`src/rtl/tms_pkg.sv`:
```
// Shared types and codes for the tracking mode supervisor.
// Used by tms_core and tracking_mode_supervisor; no dependencies.
`default_nettype none

package tms_pkg;

  localparam int unsigned TimeW = 32;
  localparam int unsigned CfgW  = 16;
  localparam int unsigned PixW  = 13;
  localparam int unsigned ThrW  = 12;

  localparam logic [2:0] MODE_IDLE     = 3'd0;
  localparam logic [2:0] MODE_SEARCH   = 3'd1;
  localparam logic [2:0] MODE_HOLD     = 3'd2;
  localparam logic [2:0] MODE_COARSE   = 3'd3;
  localparam logic [2:0] MODE_FINE     = 3'd4;
  localparam logic [2:0] MODE_FAILSAFE = 3'd5;

  localparam logic [2:0] VIS_IDLE      = 3'd0;
  localparam logic [2:0] VIS_SEARCHING = 3'd1;
  localparam logic [2:0] VIS_CANDIDATE = 3'd2;
  localparam logic [2:0] VIS_LOST      = 3'd4;

  localparam logic [1:0] REG_STALE     = 2'd0;
  localparam logic [1:0] REG_HOLD      = 2'd1;
  localparam logic [1:0] REG_COARSE    = 2'd2;
  localparam logic [1:0] REG_PERIOD    = 2'd3;

  localparam logic [7:0] STEP_DEFAULT  = 8'd50;
  localparam logic [7:0] STEP_MAX      = 8'd200;

  localparam logic [CfgW-1:0] STALE_RST  = 16'd300;
  localparam logic [CfgW-1:0] HOLD_RST   = 16'd250;
  localparam logic [ThrW-1:0] COARSE_RST = 12'd120;
  localparam logic [CfgW-1:0] PERIOD_RST = 16'd50;

  typedef struct packed {
    logic [TimeW-1:0]       now_ms;
    logic                   report_present;
    logic [TimeW-1:0]       report_time_ms;
    logic                   target_ok;
    logic [2:0]             vision_mode;
    logic signed [PixW-1:0] error_x_px;
    logic signed [PixW-1:0] error_y_px;
  } tms_item_t;

  typedef struct packed {
    logic [CfgW-1:0] stale_timeout_ms;
    logic [CfgW-1:0] hold_window_ms;
    logic [ThrW-1:0] coarse_threshold_px;
    logic [CfgW-1:0] period_ms;
  } tms_cfg_t;

  typedef struct packed {
    logic [2:0]       current_mode;
    logic [TimeW-1:0] hold_start_ms;
    logic [TimeW-1:0] last_step_ms;
    logic [TimeW-1:0] last_ctrl_ms;
  } tms_state_t;

  typedef struct packed {
    logic       early;
    logic [2:0] mode;
    logic       clear_loops;
    logic       track_active;
    logic [7:0] step_ms;
    tms_state_t state_next;
  } tms_step_t;

endpackage

`default_nettype wire

```
`src/rtl/tms_core.sv`:
```
// Mode decision for one tick: period gate, mode pick, clear and step length.
// Depends on tms_pkg.
`default_nettype none

module tms_core (
  input  var tms_pkg::tms_item_t  item,
  input  var tms_pkg::tms_cfg_t   cfg,
  input  var tms_pkg::tms_state_t state_cur,
  output var tms_pkg::tms_step_t  result
);
  import tms_pkg::*;

  logic [TimeW-1:0] since_step;
  logic [TimeW-1:0] report_age;
  logic [TimeW-1:0] hold_start_eff;
  logic [TimeW-1:0] hold_age;
  logic [TimeW-1:0] update_gap;
  logic [PixW-1:0]  mag_x;
  logic [PixW-1:0]  mag_y;
  logic [PixW-1:0]  thr_ext;
  logic             stale;
  logic             no_target;
  logic             lost;
  logic             hold_ok;
  logic             coarse;
  logic [2:0]       pick;
  logic [7:0]       step_len;
  logic             active;

  always_comb begin
    since_step = item.now_ms - state_cur.last_step_ms;
    report_age = item.now_ms - item.report_time_ms;
    stale      = report_age > {{(TimeW-CfgW){1'b0}}, cfg.stale_timeout_ms};
    no_target  = !item.target_ok || item.vision_mode == VIS_SEARCHING ||
                 item.vision_mode == VIS_IDLE;
    lost       = item.vision_mode == VIS_LOST;

    hold_start_eff = (state_cur.current_mode != MODE_HOLD) ? item.now_ms
                                                           : state_cur.hold_start_ms;
    hold_age = item.now_ms - hold_start_eff;
    hold_ok  = hold_age <= {{(TimeW-CfgW){1'b0}}, cfg.hold_window_ms};

    mag_x   = item.error_x_px[PixW-1] ? (PixW'(0) - $unsigned(item.error_x_px))
                                      : $unsigned(item.error_x_px);
    mag_y   = item.error_y_px[PixW-1] ? (PixW'(0) - $unsigned(item.error_y_px))
                                      : $unsigned(item.error_y_px);
    thr_ext = {{(PixW-ThrW){1'b0}}, cfg.coarse_threshold_px};
    coarse  = mag_x > thr_ext || mag_y > thr_ext || item.vision_mode == VIS_CANDIDATE;

    if (stale) begin
      pick = MODE_FAILSAFE;
    end else if (no_target) begin
      pick = MODE_SEARCH;
    end else if (lost) begin
      pick = hold_ok ? MODE_HOLD : MODE_SEARCH;
    end else if (coarse) begin
      pick = MODE_COARSE;
    end else begin
      pick = MODE_FINE;
    end

    update_gap = item.now_ms - state_cur.last_ctrl_ms;
    if (state_cur.last_ctrl_ms == '0 || update_gap == '0 ||
        update_gap > {{(TimeW-8){1'b0}}, STEP_MAX}) begin
      step_len = STEP_DEFAULT;
    end else begin
      step_len = update_gap[7:0];
    end

    active = pick == MODE_COARSE || pick == MODE_FINE;

    result.early                   = since_step < {{(TimeW-CfgW){1'b0}}, cfg.period_ms};
    result.state_next              = state_cur;
    result.state_next.last_step_ms = item.now_ms;

    if (!item.report_present) begin
      result.mode                    = MODE_SEARCH;
      result.clear_loops             = 1'b1;
      result.track_active            = 1'b0;
      result.step_ms                 = STEP_DEFAULT;
      result.state_next.current_mode = MODE_SEARCH;
    end else begin
      result.mode                    = pick;
      result.clear_loops             = (pick != state_cur.current_mode) || !active;
      result.track_active            = active;
      result.step_ms                 = step_len;
      result.state_next.current_mode = pick;
      result.state_next.last_ctrl_ms = item.now_ms;
      if (!stale && !no_target && lost) begin
        result.state_next.hold_start_ms = hold_start_eff;
      end
    end
  end

endmodule

`default_nettype wire

```
`src/rtl/tracking_mode_supervisor.sv`:
```
// Tracking mode supervisor: one tick per cycle, at most one result per tick.
// An accepted tick goes to the input stage register; its result then raises out_valid.
// Throughput: one tick per cycle; the input stage and the result register are
// decoupled, so a waiting result stalls input only once both stages are full.
// Reset (rst, synchronous): registers to defaults, mode idle, all times zero.
// Depends on tms_pkg and tms_core.
`default_nettype none

module tracking_mode_supervisor (
  input  var logic                              clk,
  input  var logic                              rst,
  input  var logic                              cfg_we,
  input  var logic [1:0]                        cfg_index,
  input  var logic [tms_pkg::CfgW-1:0]          cfg_data,
  input  var logic                              in_valid,
  output var logic                              in_ready,
  input  var logic [tms_pkg::TimeW-1:0]         now_ms,
  input  var logic                              report_present,
  input  var logic [tms_pkg::TimeW-1:0]         report_time_ms,
  input  var logic                              target_ok,
  input  var logic [2:0]                        vision_mode,
  input  var logic signed [tms_pkg::PixW-1:0]   error_x_px,
  input  var logic signed [tms_pkg::PixW-1:0]   error_y_px,
  output var logic                              out_valid,
  input  var logic                              out_ready,
  output var logic [2:0]                        mode,
  output var logic                              clear_loops,
  output var logic                              track_active,
  output var logic [7:0]                        step_ms
);
  import tms_pkg::*;

  tms_cfg_t   cfg;
  tms_state_t state_cur;
  tms_item_t  stage;
  logic       stage_valid;
  tms_step_t  decision;
  logic       fire;

  assign fire     = stage_valid && (!out_valid || out_ready);
  assign in_ready = !stage_valid || fire;

  tms_core u_core (
    .item      (stage),
    .cfg       (cfg),
    .state_cur (state_cur),
    .result    (decision)
  );

  always_ff @(posedge clk) begin
    if (rst) begin
      cfg.stale_timeout_ms    <= STALE_RST;
      cfg.hold_window_ms      <= HOLD_RST;
      cfg.coarse_threshold_px <= COARSE_RST;
      cfg.period_ms           <= PERIOD_RST;
    end else if (cfg_we) begin
      case (cfg_index)
        REG_STALE:  cfg.stale_timeout_ms    <= cfg_data;
        REG_HOLD:   cfg.hold_window_ms      <= cfg_data;
        REG_COARSE: cfg.coarse_threshold_px <= cfg_data[ThrW-1:0];
        REG_PERIOD: cfg.period_ms           <= cfg_data;
        default: ;
      endcase
    end
  end

  always_ff @(posedge clk) begin
    if (rst) begin
      stage_valid <= 1'b0;
    end else if (in_ready) begin
      stage_valid <= in_valid;
    end
    if (in_ready && in_valid) begin
      stage.now_ms         <= now_ms;
      stage.report_present <= report_present;
      stage.report_time_ms <= report_time_ms;
      stage.target_ok      <= target_ok;
      stage.vision_mode    <= vision_mode;
      stage.error_x_px     <= error_x_px;
      stage.error_y_px     <= error_y_px;
    end
  end

  always_ff @(posedge clk) begin
    if (rst) begin
      state_cur.current_mode  <= MODE_IDLE;
      state_cur.hold_start_ms <= '0;
      state_cur.last_step_ms  <= '0;
      state_cur.last_ctrl_ms  <= '0;
      out_valid               <= 1'b0;
    end else begin
      if (out_ready) begin
        out_valid <= 1'b0;
      end
      if (fire && !decision.early) begin
        state_cur <= decision.state_next;
        out_valid <= 1'b1;
      end
    end
    if (fire && !decision.early) begin
      mode         <= decision.mode;
      clear_loops  <= decision.clear_loops;
      track_active <= decision.track_active;
      step_ms      <= decision.step_ms;
    end
  end

  a_active_mode : assert property (@(posedge clk) disable iff (rst)
    out_valid && track_active |-> mode == MODE_COARSE || mode == MODE_FINE)
    else $error("track_active outside coarse or fine");

  a_clear_idle : assert property (@(posedge clk) disable iff (rst)
    out_valid && !track_active |-> clear_loops)
    else $error("loops not cleared while inactive");

  a_step_range : assert property (@(posedge clk) disable iff (rst)
    out_valid |-> step_ms != 8'd0 && step_ms <= STEP_MAX)
    else $error("step out of range");

  a_last_step : assert property (@(posedge clk) disable iff (rst)
    fire && !decision.early |=> state_cur.last_step_ms == $past(stage.now_ms))
    else $error("last step time not taken");

  a_mode_track : assert property (@(posedge clk) disable iff (rst)
    fire && !decision.early |=> state_cur.current_mode == mode)
    else $error("mode state and result disagree");

endmodule

`default_nettype wire

```
`config.mk`:
```
export PLATFORM = sky130hd
export DESIGN_NAME = tracking_mode_supervisor
export DESIGN_NICKNAME = d
export VERILOG_FILES = /design/src/rtl/tms_pkg.sv /design/src/rtl/tms_core.sv /design/src/rtl/tracking_mode_supervisor.sv
export SDC_FILE = /design/constraint.sdc
export NUM_CORES = 1
export LEC_CHECK = 0
export CAP_MARGIN = 25
export CORE_UTILIZATION = 45
export DETAILED_ROUTE_END_ITERATION = 6
export DONT_BUFFER_PORTS = 1
export SLEW_MARGIN = 20
export SYNTH_ARGS = -nofsm -noshare
export SYNTH_HDL_FRONTEND = slang
export SYNTH_SLANG_ARGS = --single-unit
```
`constraint.sdc`:
```
create_clock -name clk -period 16.75 [get_ports clk]
set_input_delay 2.5125 -clock clk [delete_from_list [all_inputs] [get_ports clk]]
set_output_delay 2.5125 -clock clk [all_outputs]
set_load 0.03 [all_outputs]
```
== Word-level counts from Yosys, hierarchy flattened ==
Cells that the tools add are included.
W data, S select, Z words.

* Logic and storage cells: 89
* Bits of input ports: 118
* Output and inout port bits: 15
* Flip-flop bits (word level): 269

* Bitwise operators: 1
* $lt $le $gt $ge: 6
* $add $sub $neg: 6
* Multiplexer cells: 11
* Eq/ne operators: 10
* Reductions and logical operators: 34

{| class="wikitable"
|+ Operator list
! cell !! number
|-
| $sub A32 B32 Y32 || 4
|-
| $logic_not A32 Y1 || 2
|-
| $gt A32 B16 Y1 || 1
|-
| $gt A32 B8 Y1 const B || 1
|-
| $le A32 B16 Y1 || 1
|-
| $lt A32 B16 Y1 || 1
|-
| $mux W32 || 1
|-
| $gt A13 B12 Y1 || 2
|-
| $mux W13 || 2
|-
| $sub A1 B13 Y13 const A || 2
|-
| $mux W3 || 5
|-
| $logic_or A1 B1 Y1 || 10
|-
| $reduce_and A2 Y1 || 5
|-
| $logic_not A1 Y1 || 7
|-
| $eq A3 B2 Y1 const B || 2
|-
| $eq A3 B3 Y1 const B || 2
|-
| $logic_and A1 B1 Y1 || 5
|-
| $eq A2 B2 Y1 const B || 2
|-
| $eq A3 B1 Y1 const B || 1
|-
| $logic_not A3 Y1 || 1
|-
| $ne A3 B2 Y1 const B || 1
|-
| $ne A3 B3 Y1 || 1
|-
| $reduce_and A3 Y1 || 1
|-
| $eq A2 B1 Y1 const B || 1
|-
| other kinds (6) || 7
|}

== Longest topological paths before layout ==
* Depth after elaboration: 13
* Mapped depth: 27
* Gate-level depth less buffers: 25

== Hierarchy ==
From an unflattened synthesis, not the netlist that was laid out.

* Cells, all modules: 2,641
* Area, all modules: 21,478.1 um^2

{| class="wikitable"
|+ Modules (own cells, without submodules)
! module !! cells an instance !! times used !! area an instance (um^2) !! sequential area each (um^2)
|-
| tms_core || 1,812 || 1 || 11,912.7 || 0.0
|-
| tracking_mode_supervisor || 829 || 1 || 9,565.4 || 6,466.2
|}

== Least setup slack after synthesis ==
No wires, ideal clock.

* Path type: register -> register
* From: register state_cur[98] (netlist name)
* To: register clear_loops, data pin
* Library setup time: 256 ps
* Data required time: 16,494 ps
* Cell stages (with the launch flop): 27
* Clock period less this slack: 6,355 ps
* Path buffers: 3
* Path slack: 10,395 ps
* Data arrival time: 6,098 ps
* Cell sequence: dfxtp_1 -> nor3b_1 -> clkbuf_1 -> clkbuf_1 -> buf_1 -> mux2i_1 -> ha_1 -> nor3b_1 -> a311oi_1 -> a21bo_2 -> a211o_1 -> nand2_1 -> o21a_1 -> o32ai_1 -> xor2_1 -> ha_1 -> o21ai_0 -> o21ai_0 -> a21oi_1 -> a222oi_1 -> nor4_1 -> a21bo_2 -> a2111oi_0 -> nand4_1 -> nor4_2 -> a31oi_1 -> o22a_1

* Word-level cells in the longest chain between the ends: 12
* Elaborated cells between the ends (all ways): 14
* Those cells by class: 1 x add/sub; 1 x order compare; 4 x eq/ne; 5 x mux; 3 x reduce/logical

{| class="wikitable"
|+ Ends and longest elaborated chain
! what !! RTL line !! source
|-
| $ne A3 B2 Y1 || tms_core.sv:38 || <nowiki>hold_start_eff = (state_cur.current_mode != MODE_HOLD) ? item.now_ms</nowiki>
|-
| $mux W32 || tms_core.sv:38 ||
|-
| $sub A32 B32 Y32 || tms_core.sv:40 || <nowiki>hold_age = item.now_ms - hold_start_eff;</nowiki>
|-
| $le A32 B16 Y1 || tms_core.sv:41 || <nowiki>hold_ok = hold_age <= {{(TimeW-CfgW){1'b0}}, cfg.hold_window_ms};</nowiki>
|-
| $mux W2 || tms_core.sv:55 || <nowiki>pick = hold_ok ? MODE_HOLD : MODE_SEARCH;</nowiki>
|-
| $mux W3 || tms_core.sv:54 || <nowiki>end else if (lost) begin</nowiki>
|-
| $mux W3 || tms_core.sv:52 || <nowiki>end else if (no_target) begin</nowiki>
|-
| $mux W3 || tms_core.sv:50 || <nowiki>if (stale) begin</nowiki>
|-
| $eq A3 B2 Y1 or $eq A3 B3 Y1 (tied branches) || tms_core.sv:70 || <nowiki>active = pick == MODE_COARSE || pick == MODE_FINE;</nowiki>
|-
| $logic_or A1 B1 Y1 || tms_core.sv:70 ||
|-
| $logic_not A1 Y1 || tms_core.sv:84 || <nowiki>result.clear_loops = (pick != state_cur.current_mode) || !active;</nowiki>
|-
| $logic_or A1 B1 Y1 (*) || tms_core.sv:84 ||
|-
| end signal, assigned || tracking_mode_supervisor.sv:102 || <nowiki>clear_loops <= decision.clear_loops;</nowiki>
|-
| end, declared || tracking_mode_supervisor.sv:27 || <nowiki>output var logic clear_loops,</nowiki>
|}

Mark *: on every way between the ends. The rest lies on a longest branch, timed or not.
A chain may end at the register's enable or synchronous reset.

== Worst setup path in the final report ==
* From: register state_cur[97] (netlist name)
* To: register clear_loops, data pin

* Word-level cells in the longest chain between the ends: 12
* Elaborated cells between the ends (all ways): 14
* Those cells by class: 1 x add/sub; 1 x order compare; 4 x eq/ne; 5 x mux; 3 x reduce/logical

{| class="wikitable"
|+ Ends and longest elaborated chain
! what !! RTL line !! source
|-
| $ne A3 B2 Y1 (*) || tms_core.sv:38 ||
|-
| $mux W32 (*) || tms_core.sv:38 ||
|-
| via u_core.hold_start_eff[0] || tms_core.sv:15 || <nowiki>logic [TimeW-1:0] hold_start_eff;</nowiki>
|-
| $sub A32 B32 Y32 (*) || tms_core.sv:40 ||
|-
| $le A32 B16 Y1 (*) || tms_core.sv:41 ||
|-
| $mux W2 (*) || tms_core.sv:55 ||
|-
| $mux W3 (*) || tms_core.sv:54 ||
|-
| $mux W3 (*) || tms_core.sv:52 ||
|-
| $mux W3 (*) || tms_core.sv:50 ||
|-
| $eq A3 B2 Y1 or $eq A3 B3 Y1 (tied branches) || tms_core.sv:70 ||
|-
| $logic_or A1 B1 Y1 || tms_core.sv:70 ||
|-
| $logic_not A1 Y1 || tms_core.sv:84 ||
|-
| $logic_or A1 B1 Y1 (*) || tms_core.sv:84 ||
|}

The timed path passes the listed nets; every way through them passes the cells marked *.

==> impl_summary.log <==
[metrics] vias in the first global route: 17620
[metrics] share of the yosys chip area belonging to registers: 0.317
[metrics] remaining global-route overflow: 0
[metrics] Chip Height: 215 µm
[metrics] CTS buffer count: 34
[metrics] DR iter-0 viols: between 1000 and 1500
[metrics] CP Data Arrival Time: ~7.5 ns
[metrics] share of power burned in registers: 0.390
[metrics] routability congestion estimate from global placement: 0.954
[metrics] class of the tightest hold or removal check: reg2reg
[metrics] maximum number of pins on one net before global-route repair: 170
[metrics] post-cts sizing count: 0
[metrics] most common library cell in the layout ignoring fill and taps: sky130_fd_sc_hd__nand2_1
[metrics] number of buffers on the longest clock path: 3
[metrics] post-synthesis cell area: 20400 µm²
[metrics] fraction of power consumed by combinational cells: 0.248
[metrics] Syn Inst Count: 2443
[metrics] Max-cap violations: 0
[metrics] Die Outline Area: 46100 µm²
[metrics] Worst Setup Path Type: reg2reg
[metrics] Sw Pwr: 0.000628 W
[metrics] number of synthesized register bits: 269
[metrics] count of port buffers added during placement: 0
[metrics] slew at the pin closest to its max-slew limit: roughly 0.96 ns
[metrics] number of slew-limit violations in the final report: 0
[metrics] main flop type after synthesis: sky130_fd_sc_hd__dfxtp_1
[metrics] DRC violation count after routing: 0
[metrics] headroom to the max-slew limit: 0.360
[metrics] worst-case register-to-register setup slack: approximately 9.6 ns
[metrics] Min Clock Period, post-route: 7.20 ns
[metrics] clock sink count: 269
[metrics] Clk pin slew, worst setup/hold paths: 0.07 ns
[metrics] number of hold-repair buffers added at the cts stage: 0
[metrics] result of the run: finished clean
[metrics] unrepaired setup endpoints after global routing: no
[metrics] syn avg cell area: 8.34 µm²
[metrics] largest fanout on the critical path: 42
[metrics] Post-synth ARST share: 0
[metrics] Internal Dissipation: 0.00127 W
[metrics] setup violation total in the final timing report: 0
[metrics] Die X-Extent: 215 µm
[metrics] static leakage: 8.07 nW
[metrics] number of levels in the clock H-tree: 2
[metrics] clock group share of total power: 0.362
[metrics] number of placement rows: 77
[metrics] IR Drop Worst-Case VDD: 0.0881 mV
[metrics] vias post-DR: 18257
[metrics] total chip power: 0.00190 W
[metrics] area growth from synthesis to layout: 6.94%
[metrics] ratio of cells with drive above 1 in the final layout: 0.0500
[metrics] Root Buffer: sky130_fd_sc_hd__clkbuf_16
[metrics] Critical Path Source Type: flip-flop
[metrics] Layout Skew: between 0.03 and 0.04 ns
[metrics] first-pass GRT wire length: 97400 µm
[metrics] Initial Utilization: 0.459
[metrics] PwrDens: 87.3 nW/µm²
[metrics] Yosys warning count: 0
[metrics] Routed WL: 62800 µm
[metrics] post-detailed-placement half-perimeter wirelength: between 40000 and 50000 µm
[metrics] count of cell types in the netlist: 94
[metrics] standard cell core area: 44400 µm²
[metrics] post-route ant nets: 0
[metrics] period utilisation layout: 0.430
[metrics] final hold violations: 0
[metrics] Via density: 6.10
[metrics] DRT Pass-1 Iters: 6
[metrics] WL/cell: 21.0 µm
[metrics] antenna violations before repair: 3
[metrics] number of nets in the synthesized netlist: 2756
[metrics] number of nets in the finished design: 2687
[metrics] CTS tree: done
[metrics] Global Route Usage Sum: 0.266
[metrics] data required time at the worst endpoint: 17.07 ns
[metrics] number of synthesized flops with an enable pin: 108
[metrics] top achievable clock speed: 139 MHz
[metrics] setup fix buffers added after clock tree synthesis: 0
[metrics] I/O pin cnt: 133
[metrics] clk_lat worst skew: 0.56 ns
[metrics] CP Capture Type: flip-flop
[metrics] total negative slack for setup checks: 0 ns
[metrics] most frequent cells in the layout: sky130_fd_sc_hd__nand2_1, sky130_fd_sc_hd__a21oi_1, sky130_fd_sc_hd__inv_1
[metrics] Sw Share: 0.330
-- path summary, 6_finish.rpt --
kind | from | end | cells past startpoint
hold reg to reg | cfg[42] | cfg[42] | 2
hold / removal | cfg[42] | cfg[42] | 2
setup / recovery | state_cur[97] | clear_loops | 23
setup reg to reg | state_cur[97] | clear_loops | 23
-- cell type report --
| cell class | instances | area [µm²] |
|---|---|---|
| antenna | 1 | 2.50 |
| clock buffer | 38 | 866 |
| clock inverter | 24 | 154 |
| fill | 4269 | 22600 |
| inverter | 217 | 815 |
| multi-input combinational | 1836 | 12600 |
| sequential | 269 | 6470 |
| tap | 592 | 741 |
| timing repair buffer | 16 | 128 |
-- critical path, stage by stage (launching register included) --
cell and delay (ns):
sky130_fd_sc_hd__dfxtp_1 0.51, sky130_fd_sc_hd__nor3b_2 0.22, sky130_fd_sc_hd__buf_4 0.54, sky130_fd_sc_hd__o21ai_0 0.23, sky130_fd_sc_hd__ha_1 0.26, sky130_fd_sc_hd__fa_1 0.45, sky130_fd_sc_hd__nor3b_1 0.23, sky130_fd_sc_hd__a311oi_1 0.13
sky130_fd_sc_hd__a21bo_2 0.29, sky130_fd_sc_hd__a211oi_1 0.58, sky130_fd_sc_hd__o311ai_1 0.23, sky130_fd_sc_hd__nand2_1 0.13, sky130_fd_sc_hd__xor2_1 0.31, sky130_fd_sc_hd__ha_1 0.20, sky130_fd_sc_hd__nand2_1 0.05, sky130_fd_sc_hd__nor4_1 0.33
sky130_fd_sc_hd__a222oi_1 0.28, sky130_fd_sc_hd__nor4_1 0.30, sky130_fd_sc_hd__a21bo_2 0.24, sky130_fd_sc_hd__a2111oi_0 0.53, sky130_fd_sc_hd__nand4_1 0.17, sky130_fd_sc_hd__nor4_2 0.32, sky130_fd_sc_hd__a31oi_1 0.16, sky130_fd_sc_hd__o22a_1 0.21
-- stage by stage --
| step | setup slack, ns | area, µm² | hold WS, ns | std cells | utilization |
|---|---|---|---|---|---|
| floorplan | 10.40 | 20400 | 0.436 | 2443 | - |
| global placement | 10.06 | 20700 | 0.438 | 2929 | 0.467 |
| detailed placement | 9.75 | 20800 | 0.441 | 2930 | 0.467 |
| CTS | 9.72 | 21800 | 0.450 | 2992 | 0.490 |
| global route | 9.02 | 21800 | 0.473 | 2993 | 0.490 |
| finish | 9.55 | 21800 | 0.452 | 2993 | 0.490 |
-- cells in the mapped netlist, types with 8 or more instances --
| cell type | instances | area, µm² |
|---|---|---|
| sky130_fd_sc_hd__nand2_1 | 235 | 882 |
| sky130_fd_sc_hd__a21oi_1 | 230 | 1150 |
| sky130_fd_sc_hd__inv_1 | 216 | 811 |
| sky130_fd_sc_hd__ha_1 | 191 | 2390 |
| sky130_fd_sc_hd__dfxtp_1 | 161 | 3220 |
| sky130_fd_sc_hd__o21ai_0 | 128 | 641 |
| sky130_fd_sc_hd__edfxtp_1 | 108 | 3240 |
| sky130_fd_sc_hd__clkbuf_1 | 100 | 375 |
| sky130_fd_sc_hd__nor2_1 | 100 | 375 |
| sky130_fd_sc_hd__nand3_1 | 79 | 395 |
| sky130_fd_sc_hd__xnor2_1 | 71 | 622 |
| sky130_fd_sc_hd__nand4_1 | 60 | 375 |
| sky130_fd_sc_hd__nand2b_1 | 53 | 332 |
| sky130_fd_sc_hd__a31oi_1 | 48 | 300 |
| sky130_fd_sc_hd__mux2i_1 | 48 | 480 |
| sky130_fd_sc_hd__a211oi_1 | 47 | 353 |
| sky130_fd_sc_hd__a21o_1 | 41 | 308 |
| sky130_fd_sc_hd__o31ai_1 | 41 | 308 |
| sky130_fd_sc_hd__nor3_1 | 38 | 190 |
| sky130_fd_sc_hd__xor2_1 | 37 | 324 |
| sky130_fd_sc_hd__o21a_1 | 30 | 225 |
| sky130_fd_sc_hd__a311oi_1 | 28 | 245 |
| sky130_fd_sc_hd__nor4_1 | 26 | 163 |
| sky130_fd_sc_hd__nor2b_1 | 22 | 138 |
| sky130_fd_sc_hd__o211ai_1 | 20 | 150 |
| sky130_fd_sc_hd__and2_1 | 16 | 100 |
| sky130_fd_sc_hd__nand3b_1 | 16 | 120 |
| sky130_fd_sc_hd__o21bai_1 | 16 | 120 |
| sky130_fd_sc_hd__a211o_1 | 14 | 123 |
| sky130_fd_sc_hd__and3_1 | 14 | 87.6 |
| sky130_fd_sc_hd__or3_1 | 14 | 87.6 |
| sky130_fd_sc_hd__buf_2 | 13 | 65.1 |
| sky130_fd_sc_hd__nor3b_1 | 10 | 75.1 |
| sky130_fd_sc_hd__or2_2 | 8 | 50.1 |
-- power groups by stage --
stage	registers [W]	logic, W	clock network [W]
global route	0.000745	0.000524	0.000727
finish	0.000742	0.000472	0.000688
floorplan	0.000741	0.000363	0
detailed placement	0.000755	0.000465	0
global placement	0.000754	0.000462	0
CTS	0.000741	0.000468	0.000702
-- logic make-up after synthesis --
| kind of cell | synth area share |
|---|---|
| AO/OA/AOI/OAI | 0.241 |
| XOR/XNOR | 0.0464 |
| adder cells (fa/ha/maj) | 0.121 |
| buffers and inverters | 0.0646 |
| flip-flops | 0.317 |
| multiplexers | 0.0258 |
| AND/OR/NAND/NOR | 0.184 |
-- state kept, by name, summed over array words and instances, names as in the netlist --
register,count
mode,3
stage,95
cfg,60
clear_loops,1
track_active,1
step_ms,8
out_valid,1
stage_valid,1
state_cur,99
-- metal layers --
layer | routed length [µm] | global-route usage | vias up
li1 | - | - | 8879
met1 | 27100 | 0.333 | 8720
met2 | 30800 | 0.471 | 544
met3 | 3030 | 0.0354 | 114
met4 | 1920 | 0.0886 | 0
met5 | 0 | 0 | -
(Power assumes the default switching activity.)
